$ cat src/rtl/core/b64e_pkg.sv
package b64e_pkg;

   localparam int CharWidth = 8;
   localparam int MaxChars  = 6;
   localparam int IdxWidth  = $clog2(MaxChars);
   localparam int ColWidth  = 7;
   localparam int QueueDepth = 2;
   localparam int QPtrWidth = $clog2(QueueDepth);
   localparam int QCntWidth = $clog2(QueueDepth + 1);

   // Group phase codes: bytes already taken in the current group.
   localparam logic [1:0] PHASE_START = 2'd0;
   localparam logic [1:0] PHASE_ONE   = 2'd1;
   localparam logic [1:0] PHASE_TWO   = 2'd2;

   localparam logic [ColWidth-1:0] LINE_CHARS = 7'd76;

   localparam logic [CharWidth-1:0] PAD_CHAR = 8'h3d;
   localparam logic [CharWidth-1:0] CR_CHAR  = 8'h0d;
   localparam logic [CharWidth-1:0] LF_CHAR  = 8'h0a;

   // One classified input byte: the characters it yields, in order.
   typedef struct packed {
      logic [MaxChars-1:0][CharWidth-1:0] chars;
      logic [IdxWidth-1:0]                last_idx;
      logic                               msg_end;
   } job_type;

   // Standard alphabet: A-Z, a-z, 0-9, '+', '/'.
   function automatic logic [CharWidth-1:0] b64_char(input logic [5:0] six);
      logic [CharWidth-1:0] code;
      if (six < 6'd26) begin
         code = 8'd65 + {2'b00, six};
      end else if (six < 6'd52) begin
         code = 8'd71 + {2'b00, six};
      end else if (six < 6'd62) begin
         code = {2'b00, six} - 8'd4;
      end else if (six == 6'd62) begin
         code = 8'd43;
      end else begin
         code = 8'd47;
      end
      return code;
   endfunction

endpackage

$ cat src/rtl/core/b64e_req_if.sv
interface b64e_req_if import b64e_pkg::*; ();
   logic                 valid;
   logic                 ready;
   logic [CharWidth-1:0] data_byte;
   logic                 final_byte;

   modport source (output valid, output data_byte, output final_byte, input ready);
   modport sink   (input valid, input data_byte, input final_byte, output ready);
endinterface

$ cat src/rtl/core/b64e_rsp_if.sv
interface b64e_rsp_if import b64e_pkg::*; ();
   logic                 valid;
   logic                 ready;
   logic [CharWidth-1:0] out_char;
   logic                 out_last;

   modport source (output valid, output out_char, output out_last, input ready);
   modport sink   (input valid, input out_char, input out_last, output ready);
endinterface

$ cat src/rtl/core/b64e_front.sv
module b64e_front import b64e_pkg::*; (
   input  logic       clock,
   input  logic       reset,
   b64e_req_if.sink   req_chan,
   input  logic       queue_full,
   output logic       push_valid,
   output job_type    push_job
);

   logic [3:0]          leftover_ff, leftover_in;
   logic [1:0]          phase_ff, phase_in;
   logic [ColWidth-1:0] column_ff, column_in;
   logic [ColWidth-1:0] col_a, col_b;
   logic [7:0]          b;
   logic                fin;

   assign req_chan.ready = !queue_full;
   assign push_valid     = req_chan.valid && !queue_full;
   assign b              = req_chan.data_byte;
   assign fin            = req_chan.final_byte;

   // column after one and after two data characters, saturating at a full line
   assign col_a = (column_ff < LINE_CHARS) ? column_ff + 7'd1 : column_ff;
   assign col_b = (col_a < LINE_CHARS) ? col_a + 7'd1 : col_a;

   always_comb begin
      push_job    = '0;
      leftover_in = leftover_ff;
      phase_in    = phase_ff;
      column_in   = column_ff;
      push_job.msg_end = fin;
      case (phase_ff)
         PHASE_ONE: begin
            push_job.chars[0] = b64_char({leftover_ff[1:0], b[7:4]});
            if (fin) begin
               push_job.chars[1] = b64_char({b[3:0], 2'b00});
               push_job.chars[2] = PAD_CHAR;
               push_job.last_idx = 3'd2;
            end else begin
               push_job.last_idx = 3'd0;
               leftover_in = b[3:0];
               phase_in    = PHASE_TWO;
               column_in   = col_a;
            end
         end
         PHASE_TWO: begin
            push_job.chars[0] = b64_char({leftover_ff, b[7:6]});
            push_job.chars[1] = b64_char(b[5:0]);
            push_job.last_idx = 3'd1;
            leftover_in = 4'd0;
            phase_in    = PHASE_START;
            column_in   = col_b;
            if (!fin && col_b >= LINE_CHARS) begin
               push_job.chars[2] = CR_CHAR;
               push_job.chars[3] = LF_CHAR;
               push_job.last_idx = 3'd3;
               column_in = '0;
            end
         end
         default: begin
            push_job.chars[0] = b64_char(b[7:2]);
            if (fin) begin
               push_job.chars[1] = b64_char({b[1:0], 4'b0000});
               push_job.chars[2] = PAD_CHAR;
               push_job.chars[3] = PAD_CHAR;
               push_job.last_idx = 3'd3;
            end else begin
               push_job.last_idx = 3'd0;
               leftover_in = {2'b00, b[1:0]};
               phase_in    = PHASE_ONE;
               column_in   = col_a;
            end
         end
      endcase
      if (fin) begin
         leftover_in = 4'd0;
         phase_in    = PHASE_START;
         column_in   = '0;
      end
   end

   always_ff @(posedge clock) begin
      if (reset) begin
         leftover_ff <= 4'd0;
         phase_ff    <= PHASE_START;
         column_ff   <= '0;
      end else if (push_valid) begin
         leftover_ff <= leftover_in;
         phase_ff    <= phase_in;
         column_ff   <= column_in;
      end
   end

endmodule

$ cat src/rtl/core/b64e_queue.sv
module b64e_queue import b64e_pkg::*; (
   input  logic    clock,
   input  logic    reset,
   input  logic    push_valid,
   input  job_type push_job,
   output logic    full,
   input  logic    pop,
   output logic    head_valid,
   output job_type head_job
);

   job_type              slots_ff [QueueDepth];
   logic [QPtrWidth-1:0] wr_ptr_ff, wr_ptr_in;
   logic [QPtrWidth-1:0] rd_ptr_ff, rd_ptr_in;
   logic [QCntWidth-1:0] count_ff, count_in;
   logic                 do_pop;

   assign full       = (count_ff == QCntWidth'(QueueDepth));
   assign head_valid = (count_ff != '0);
   assign head_job   = slots_ff[rd_ptr_ff];
   assign do_pop     = pop && head_valid;

   always_comb begin
      wr_ptr_in = wr_ptr_ff;
      rd_ptr_in = rd_ptr_ff;
      count_in  = count_ff;
      if (push_valid) begin
         wr_ptr_in = (wr_ptr_ff == QPtrWidth'(QueueDepth - 1)) ? '0 : wr_ptr_ff + 1'b1;
      end
      if (do_pop) begin
         rd_ptr_in = (rd_ptr_ff == QPtrWidth'(QueueDepth - 1)) ? '0 : rd_ptr_ff + 1'b1;
      end
      if (push_valid && !do_pop) begin
         count_in = count_ff + 1'b1;
      end else if (!push_valid && do_pop) begin
         count_in = count_ff - 1'b1;
      end
   end

   always_ff @(posedge clock) begin
      if (push_valid) begin
         slots_ff[wr_ptr_ff] <= push_job;
      end
   end

   always_ff @(posedge clock) begin
      if (reset) begin
         wr_ptr_ff <= '0;
         rd_ptr_ff <= '0;
         count_ff  <= '0;
      end else begin
         wr_ptr_ff <= wr_ptr_in;
         rd_ptr_ff <= rd_ptr_in;
         count_ff  <= count_in;
      end
   end

endmodule

$ cat src/rtl/core/b64e_back.sv
module b64e_back import b64e_pkg::*; (
   input  logic      clock,
   input  logic      reset,
   input  logic      head_valid,
   input  job_type   head_job,
   output logic      pop,
   b64e_rsp_if.source rsp_chan
);

   job_type              cur_ff, cur_in;
   logic                 cur_valid_ff, cur_valid_in;
   logic [IdxWidth-1:0]  idx_ff, idx_in;
   logic                 rsp_valid_ff, rsp_valid_in;
   logic [CharWidth-1:0] rsp_char_ff;
   logic                 rsp_last_ff;
   logic                 out_free, emit, done;

   assign out_free = !rsp_valid_ff || rsp_chan.ready;
   assign emit     = cur_valid_ff && out_free;
   assign done     = emit && (idx_ff == cur_ff.last_idx);
   assign pop      = head_valid && (!cur_valid_ff || done);

   always_comb begin
      cur_in       = cur_ff;
      cur_valid_in = cur_valid_ff;
      idx_in       = idx_ff;
      if (pop) begin
         cur_in       = head_job;
         cur_valid_in = 1'b1;
         idx_in       = '0;
      end else if (done) begin
         cur_valid_in = 1'b0;
      end else if (emit) begin
         idx_in = idx_ff + 1'b1;
      end
      rsp_valid_in = emit ? 1'b1 : (rsp_valid_ff && !rsp_chan.ready);
   end

   always_ff @(posedge clock) begin
      if (reset) begin
         cur_valid_ff <= 1'b0;
         idx_ff       <= '0;
         rsp_valid_ff <= 1'b0;
      end else begin
         cur_valid_ff <= cur_valid_in;
         idx_ff       <= idx_in;
         rsp_valid_ff <= rsp_valid_in;
      end
   end

   always_ff @(posedge clock) begin
      cur_ff <= cur_in;
      if (emit) begin
         rsp_char_ff <= cur_ff.chars[idx_ff];
         rsp_last_ff <= done && cur_ff.msg_end;
      end
   end

   assign rsp_chan.valid    = rsp_valid_ff;
   assign rsp_chan.out_char = rsp_char_ff;
   assign rsp_chan.out_last = rsp_last_ff;

endmodule

$ cat src/rtl/core/base64_line_wrapped_encoder.sv
// An accepted byte goes into the job queue, then into the serializer's job register, and its
// characters leave through the output register. Output: one character beat per cycle, set by
// the serializer and its output register, while the receiver is ready; a byte yields 1 to 4 chars.
// Input accepts a byte every cycle while the two-entry job queue has room.
// Reset: synchronous, active high; clears group, leftover and column state and empties the queue.
module base64_line_wrapped_encoder import b64e_pkg::*; (
   input  logic       clock,
   input  logic       reset,
   b64e_req_if.sink   req_chan,
   b64e_rsp_if.source rsp_chan
);

   // Front end: classify each byte against the group phase and line column,
   // turning it into a job that lists every character it yields.
   logic    push_valid;
   job_type push_job;
   logic    queue_full;

   // Queue head toward the serializer.
   logic    head_valid;
   job_type head_job;
   logic    pop;

   b64e_front u_front (
      .clock      (clock),
      .reset      (reset),
      .req_chan   (req_chan),
      .queue_full (queue_full),
      .push_valid (push_valid),
      .push_job   (push_job)
   );

   // Decouple: hold jobs while the output side stalls, so the front keeps taking beats.
   b64e_queue u_queue (
      .clock      (clock),
      .reset      (reset),
      .push_valid (push_valid),
      .push_job   (push_job),
      .full       (queue_full),
      .pop        (pop),
      .head_valid (head_valid),
      .head_job   (head_job)
   );

   // Back end: advance through each job into the output register, one character beat per
   // cycle while that register is free; the next job is loaded in the cycle the current one ends.
   b64e_back u_back (
      .clock      (clock),
      .reset      (reset),
      .head_valid (head_valid),
      .head_job   (head_job),
      .pop        (pop),
      .rsp_chan   (rsp_chan)
   );

endmodule

$ cat src/flat_wrapper.sv
// flat-port wrapper written by rule: the top's interface ports become plain ports
module base64_line_wrapped_encoder_flat import b64e_pkg::*;
  (clock, reset, req_chan_valid, req_chan_data_byte, req_chan_final_byte, req_chan_ready, rsp_chan_valid, rsp_chan_out_char, rsp_chan_out_last, rsp_chan_ready);
  b64e_req_if req_chan_i ();
  b64e_rsp_if rsp_chan_i ();
  input  logic clock;
  input  logic reset;
  input wire logic [$bits(req_chan_i.valid)-1:0] req_chan_valid;
  input wire logic [$bits(req_chan_i.data_byte)-1:0] req_chan_data_byte;
  input wire logic [$bits(req_chan_i.final_byte)-1:0] req_chan_final_byte;
  output wire logic [$bits(req_chan_i.ready)-1:0] req_chan_ready;
  output wire logic [$bits(rsp_chan_i.valid)-1:0] rsp_chan_valid;
  output wire logic [$bits(rsp_chan_i.out_char)-1:0] rsp_chan_out_char;
  output wire logic [$bits(rsp_chan_i.out_last)-1:0] rsp_chan_out_last;
  input wire logic [$bits(rsp_chan_i.ready)-1:0] rsp_chan_ready;
  assign req_chan_i.valid = req_chan_valid;
  assign req_chan_i.data_byte = req_chan_data_byte;
  assign req_chan_i.final_byte = req_chan_final_byte;
  assign req_chan_ready = req_chan_i.ready;
  assign rsp_chan_valid = rsp_chan_i.valid;
  assign rsp_chan_out_char = rsp_chan_i.out_char;
  assign rsp_chan_out_last = rsp_chan_i.out_last;
  assign rsp_chan_i.ready = rsp_chan_ready;
  base64_line_wrapped_encoder u_core (.clock(clock), .reset(reset), .req_chan(req_chan_i), .rsp_chan(rsp_chan_i));
endmodule
$ cat config.mk
export PLATFORM = sky130hd
export DESIGN_NAME = base64_line_wrapped_encoder_flat
export DESIGN_NICKNAME = d
export VERILOG_FILES = /design/src/rtl/core/b64e_pkg.sv /design/src/rtl/core/b64e_req_if.sv /design/src/rtl/core/b64e_rsp_if.sv /design/src/rtl/core/b64e_front.sv /design/src/rtl/core/b64e_queue.sv /design/src/rtl/core/b64e_back.sv /design/src/rtl/core/base64_line_wrapped_encoder.sv /design/src/flat_wrapper.sv
export SDC_FILE = /design/constraint.sdc
export NUM_CORES = 1
export LEC_CHECK = 0
export ABC_AREA = 1
export BUFFER_PORTS_ARGS = -buffer_cell sky130_fd_sc_hd__buf_2
export CORE_MARGIN = 3
export CORE_UTILIZATION = 49
export DETAILED_ROUTE_END_ITERATION = 10
export PLACE_DENSITY = 0.66
export SLEW_MARGIN = 20
export SYNTH_ARGS = -nofsm -noshare
export SYNTH_HDL_FRONTEND = slang
export SYNTH_SLANG_ARGS = --single-unit
$ cat constraint.sdc
create_clock -name clock -period 3.2 [get_ports clock]
set_input_delay 0.16 -clock clock [delete_from_list [all_inputs] [get_ports clock]]
set_output_delay 0.16 -clock clock [all_outputs]
set_load 0.02 [all_outputs]
# ---- Word level (Yosys, flattened, before mapping)
# Memory sizes are Yosys's and may differ from the RTL's. A register that Yosys moved wholly into a read port is not among the register bits.
# Index checks and enable logic that the tools add are counted.
dict set report totals {
  n_memories 1
  mem_bits_rw 72
  register_bits 47
  in_bits 13
}
dict set report classes {
  add_sub_neg 25
  muxes 50
  magnitude_cmp 22
  n_reduce_logical 24
  n_eq_ne 8
  bitwise_logic 1
}
# name depth width read_ports rd_clocked_by_memory_dff wr line
set mem_list {}
lappend mem_list {u_core.u_queue.slots_ff 2 36 1 1 1 b64e_queue.sv:12} ;# job_type slots_ff [QueueDepth];
# cell count
set op_table {}
lappend op_table {{$mux 8} 19}
lappend op_table {{$add 7x6->8 const A} 12}
lappend op_table {{$lt 6x6->1 const B} 12}
lappend op_table {{$pmux 27 s2} 1}
lappend op_table {{$sub 6x3->7 const B} 6}
lappend op_table {{$lt 6x5->1 const B} 6}
lappend op_table {{$mux 7} 5}
lappend op_table {{$bmux 8 s3} 1}
lappend op_table {{$eq 6x6->1 const B} 4}
lappend op_table {{$mux 22} 1}
lappend op_table {{$pmux 8 s2} 1}
lappend op_table {{$add 7x1->7 const B} 2}
lappend op_table {{$lt 7x7->1 const B} 2}
lappend op_table {{$mux 14} 1}
lappend op_table {{$mux 12} 1}
lappend op_table {{$mux 2} 6}
lappend op_table {{$mux 3} 4}
lappend op_table {{$logic_and 1x1->1} 10}
lappend op_table {{$pmux 4 s2} 1}
lappend op_table {{$ge 7x7->1 const B} 1}
lappend op_table {{$logic_not 1->1} 7}
lappend op_table {{$mux 1} 7}
lappend op_table {{$reduce_bool 2->1} 3}
lappend op_table {{$eq 2x2->1 const B} 2}
lappend op_table {{other kinds (13)} 15}

# ---- Logic depth before layout (Yosys ltp)
dict set report depth {
  ltp_word 10
  ltp_mapped 18
  mapped_depth_nobuf 17
}

# ---- Hierarchy
# From an unflattened synthesis, not the netlist that was laid out.
dict set report unflattened {
  hier_cells 921
  hier_area_um2 9903.2
}
# module cells_per_inst n_inst area_per_inst_um2
set modules_own_cells {}
lappend modules_own_cells {b64e_queue 197 1 4239.1}
lappend modules_own_cells {b64e_front 526 1 3061.7}
lappend modules_own_cells {b64e_back 198 1 2602.5}

# ---- Worst setup path after synthesis
# Ideal clock, no wire load.
dict set report synth_path {
  kind {register to register}
  startpoint {reg u_core.u_queue.count_ff[0]}
  endpoint {mem u_core.u_queue.slots_ff[0][0] (netlist name), enable pin}
  n_path_buf 1
  required_ps 2797
  setup_slack_ps 763
  path_stages_with_launch 6
  t_arrival_ps 2035
  path_cell_list {dfxtp_1 -> inv_1 -> nand2_1 -> nand2_1 -> clkbuf_1 -> nor2_1}
}
dict set report synth_between {
  elab_chain_cells 5
}
# element line
set synth_lines {}
lappend synth_lines {{start: declaration} b64e_queue.sv:15} ;# logic [QCntWidth-1:0] count_ff, count_in;
lappend synth_lines {{start signal: assignment} b64e_queue.sv:54} ;# count_ff <= count_in;
lappend synth_lines {{$eq 2x2->1} b64e_queue.sv:18} ;# assign full = (count_ff == QCntWidth'(QueueDepth));
lappend synth_lines {{$logic_not 1->1} n/a}
lappend synth_lines {{net req_chan_ready} flat_wrapper.sv:11} ;# output wire logic [$bits(req_chan_i.ready)-1:0] req_chan_ready;
lappend synth_lines {{$logic_and 1x1->1} b64e_front.sv:18} ;# assign push_valid = req_chan.valid && !queue_full;
lappend synth_lines {{$mux 1} b64e_queue.sv:41} ;# if (push_valid) begin
lappend synth_lines {{$mux 1 (implied by the code)} b64e_queue.sv:42} ;# slots_ff[wr_ptr_ff] <= push_job;
lappend synth_lines {{end: declaration} b64e_queue.sv:12}
# The timed path passes the listed nets, and every way through them passes these cells.

==> results.txt <==
----------------------------------------------------
[Outcome]
  Status ... complete, no violations

[Final layout]
  Register area ... ~0.0028 sq mm
  Final antenna diode count ... 0
  Ratio of cells with drive above 1 in the final layout ... 0.125
  Growth of design area from synthesis to finish ... 9.28%
  Multi-input gate area ... 0.00297 sq mm
  Post-layout net count ... 811
  Total of fill cells in the finished design ... 1,173
  Cell area after layout ... 0.00679 sq mm

[CTS]
  Number of buffers on the longest clock path ... 2
  Total setup buffers inserted after CTS ... 0
  CTS H-tree lvls ... 3
  Cts bufs inserted ... 9
  Cell at the root of the clock tree ... sky130_fd_sc_hd__clkbuf_16
  Clock tree from TritonCTS ... built
  Total of hold buffers inserted after clock tree synthesis ... 0
  Clock-pin slew reported for the worst setup and hold paths after clock tree synthesis ... 0.07 ns
  Clock network latency to the later pin of the worst-skew pair ... 0.35 ns
  CTS-repair resized insts ... 0
  Number of clock sinks ... 100

[Pwr]
  Maximum VDD drop ... 329 uV
  Power Density ... 645 mW/mm^2
  Leak pwr ... 2.79 nW

[Floorplan]
  Initial core utilization ... 0.509
  Count of standard-cell rows ... 40
  Vertical die dimension ... about 120 um
  Floorplan die area ... 0.0141 sq mm
  Chip width ... 119 um
  I/O pin count ... 24
  Area of the core region ... 0.0122 sq mm

[STA]
  Number of hold violations in the final report ... 0
  Number of max-slew violations in the final report ... 0
  Setup repair after global routing missed its margin ... no
  Highest achievable clock rate ... 366 MHz
  Total negative slack ... 0 ns
  Worst slew margin ... 0.495
  Time the final worst path needs with I/O delays and setup ... 2.73 ns
  Clock tree skew after final layout ... between 0.008 and 0.009 ns
  Final worst-path cycle share ... 0.853
  Final-report setup violation count ... 0
  Transition at the pin with the smallest max-transition slack ... around 0.76 ns

[GRT]
  Antenna violations before repair ... 0
  Total global routing overflow ... 0
  Met3 capacity usage during global routing ... 0.0316
  Met1 global-route usage ... 0.298
  Met2 track demand over resource ... 0.351
  Vias in the first global route ... 5,063
  GRT Overall Usage ... 0.222
  Highest-utilization routing layer at the global route stage ... met2
  Maximum number of pins on one net before global-route repair ... 26
  First-pass GRT wire length ... 25.3 mm

[Synth]
  Total nets after synthesis ... approximately 800
  Cell count after synthesis ... 752
  Flip-flop and latch count after synthesis ... 100
  Ys Warns ... 0
  Compound-gate portion of the synthesized area ... 0.142
  Cell type contributing the most total cell area after synthesis ... sky130_fd_sc_hd__edfxtp_1
  Synth async-reset ratio ... 0
  Avg Synthesized Cell Area ... slightly above 8 sq um
  Post-synthesis share of cell area spent on xor and xnor gates ... 0.0326
  Primary FF master, synth ... sky130_fd_sc_hd__edfxtp_1
  Adder and majority gate portion of the synthesized area ... 0.0544
  Share of synthesized area spent on multiplexers ... 0
  Number of flops mapped to enable cells by yosys ... 78
  Area fraction of the dominant cell type after synthesis ... 0.377
  Share of the yosys chip area belonging to registers ... 0.448
  Number of distinct library cells after synthesis ... 49
  Largest family of logic cells by synthesized area ... simple AND/OR/NAND/NOR gates
  Area share of and/or/nand/nor cells after synthesis ... 0.248
  Largest cells by area after synthesis ... sky130_fd_sc_hd__edfxtp_1 (38%), sky130_fd_sc_hd__nand2_1 (11%), sky130_fd_sc_hd__dfxtp_1 (7.1%)
  Synth Cell Area ... 0.00621 sq mm

[Route]
  Routed Antenna Nets ... 0
  Post-route DRC ... 0
  Routed length per placed instance ... 16.0 um
  Vias ... approximately 5,200
  Number of detailed-route iterations in the first pass ... 5
  Average via count per standard cell ... 5.56
  1st-iter DRT viols ... 438
  Routed wire length ... 15.1 mm

[Setup path]
  Req. time, crit path ... 3.28 ns
  Maximum cell stage delay along the critical path ... 0.58 ns
  Critical setup path kind ... flip-flop to flip-flop
  CP max-delay cell ... sky130_fd_sc_hd__dfxtp_1
  Max Fanout on Critical Path ... 11
  Signal arrival time at the worst endpoint ... 2.81 ns
  Type of element launching the critical path ... flip-flop
  Critical path capture point type ... flip-flop
  Critical path's top delay family ... simple AND/OR/NAND/NOR gates
  CP Buf/Inv Count ... 2
  CP Cell Sequence ... ha_1 > inv_1 > nor2_1 > inv_1 > nand2_1 > o21ai_0 > a21oi_1 > o31ai_1 > nand2_1 > o21ai_0

[Placed design]
  Count of buffers from port buffering ... 23
  Area of placed instances ... 0.00652 sq mm
  GP Congestion ... 0.942
  HPWL Detailed ... approximately 11 mm

[Min path]
  Hold crit path type ... input port to flip-flop

[Flow run]
  Number of max-cap violations ... 0

----------------------------------------------------
## placed cells by master, fill, tap and decap left out, drive strengths merged
master	count
nand2	202
inv	91
edfxtp	78
nor2	65
nand3	53
o21ai	45
a21oi	43
buf	36
ha	27
dfxtp	22
xor2	19
a31oi	12
nand4	11
clkbuf	9
nor3	7
o22ai	6
o221ai	6
clkinv	6
o211ai	5
o31ai	5
a32oi	4
o311ai	4
a211oi	3
nand3b	3
xnor2	2
o32ai	2
a41oi	2
or2	2
and2	1
o41ai	1
a221o	1
o2111ai	1
o21a	1
clkinvlp	1
## power breakdown
group	switching (mW)	internal, mW	leakage (nW)
sequential	0.122	1.91	0.919
combinational	0.925	0.400	1.73
clock	0.491	0.531	0.136
total	1.54	2.84	2.79
## per-layer routing
layer | part of all wire | vias to the layer above
met5 | 0 | -
met4 | 0.038 | 0
met3 | 0.045 | 44
met2 | 0.46 | 168
met1 | 0.46 | 2447
li1 | - | 2588
## per-stage QoR
stage / std cells / hold slack (ns) / util / worst slack, ns / total power [mW]
3_5_place_dp: 928 / 0.445 / 0.534 / 0.516 / 3.40
2_1_floorplan: 752 / 0.259 / - / 0.763 / 2.98
3_3_place_gp: 928 / 0.433 / 0.534 / 0.597 / 3.35
6_report: 944 / 0.0769 / 0.556 / 0.469 / 4.38
5_1_grt: 944 / 0.0941 / 0.556 / 0.0921 / 4.68
4_1_cts: 944 / 0.0663 / 0.556 / 0.507 / 4.43
## cell usage after synthesis, types with 2 or more instances
cell type / n
sky130_fd_sc_hd__o31ai_1: 5
sky130_fd_sc_hd__inv_1: 83
sky130_fd_sc_hd__or2_2: 2
sky130_fd_sc_hd__a32oi_1: 4
sky130_fd_sc_hd__o211ai_1: 5
sky130_fd_sc_hd__o21ai_1: 3
sky130_fd_sc_hd__buf_2: 4
sky130_fd_sc_hd__a41oi_1: 2
sky130_fd_sc_hd__nand2_1: 190
sky130_fd_sc_hd__a31oi_1: 11
sky130_fd_sc_hd__o32ai_1: 2
sky130_fd_sc_hd__nand3_1: 44
sky130_fd_sc_hd__dfxtp_1: 22
sky130_fd_sc_hd__nand2_4: 3
sky130_fd_sc_hd__o221ai_1: 6
sky130_fd_sc_hd__inv_2: 5
sky130_fd_sc_hd__a21oi_2: 8
sky130_fd_sc_hd__o21ai_0: 41
sky130_fd_sc_hd__nand2_2: 8
sky130_fd_sc_hd__nor2_2: 2
sky130_fd_sc_hd__buf_4: 2
sky130_fd_sc_hd__xnor2_1: 2
sky130_fd_sc_hd__edfxtp_1: 78
sky130_fd_sc_hd__nor3_1: 6
sky130_fd_sc_hd__ha_1: 27
sky130_fd_sc_hd__clkinv_1: 3
sky130_fd_sc_hd__o22ai_1: 6
sky130_fd_sc_hd__nand3_2: 9
sky130_fd_sc_hd__nand4_1: 11
sky130_fd_sc_hd__clkbuf_1: 19
sky130_fd_sc_hd__xor2_1: 18
sky130_fd_sc_hd__buf_1: 2
sky130_fd_sc_hd__a21oi_1: 35
sky130_fd_sc_hd__a211oi_1: 3
sky130_fd_sc_hd__nand3b_1: 3
sky130_fd_sc_hd__o311ai_0: 4
sky130_fd_sc_hd__nor2_1: 62
## final timing paths
check | start | cells after the start | slack [ns] | endpoint
worst max-delay path | u_core.u_front.leftover_ff[0] | 10 | 0.47 | u_core.u_queue.slots_ff[0][8]
worst min-delay path | rsp_chan_ready | 4 | 0.08 | u_core.u_back.rsp_chan.valid
worst min register to register | u_core.u_back.cur_valid_ff | 2 | 0.46 | u_core.u_back.rsp_chan.valid
worst max register to register | u_core.u_front.leftover_ff[0] | 10 | 0.47 | u_core.u_queue.slots_ff[0][8]
## logic make-up after synthesis
group	after synthesis
xor gates and xnor gates	21
DFF	100
AOI/OAI and AO/OA	141
buffers and inverters	119
and+or+nand+nor	344
adders and majority gates	27
## final cells by class
class / count / area share
Timing Repair Buffer: 36 / 0.0313
Clock inverter: 7 / 0.00719
Inverter: 91 / 0.0503
Clock buffer: 9 / 0.0332
Sequential cell: 100 / 0.410
Multi-Input combinational cell: 533 / 0.437
Tap cell: 168 / 0.0310
## sequential cells by signal, summed over array words and instances (netlist names)
signal	flops
u_core.u_back.cur_ff	23
u_core.u_back.cur_valid_ff	1
u_core.u_back.idx_ff	3
u_core.u_back.rsp_chan.out_char	8
u_core.u_back.rsp_chan.out_last	1
u_core.u_back.rsp_chan.valid	1
u_core.u_front.column_ff	7
u_core.u_front.leftover_ff	4
u_core.u_front.phase_ff	2
u_core.u_queue.count_ff	2
u_core.u_queue.rd_ptr_ff	1
u_core.u_queue.slots_ff	46
u_core.u_queue.wr_ptr_ff	1
## worst min-delay path, stage by stage
cell                      delay [ns]
sky130_fd_sc_hd__buf_2          0.07
sky130_fd_sc_hd__inv_1          0.03
sky130_fd_sc_hd__nand2_1        0.06
sky130_fd_sc_hd__a21oi_1        0.05
No activity file was read; power rests on OpenSTA's default activity.
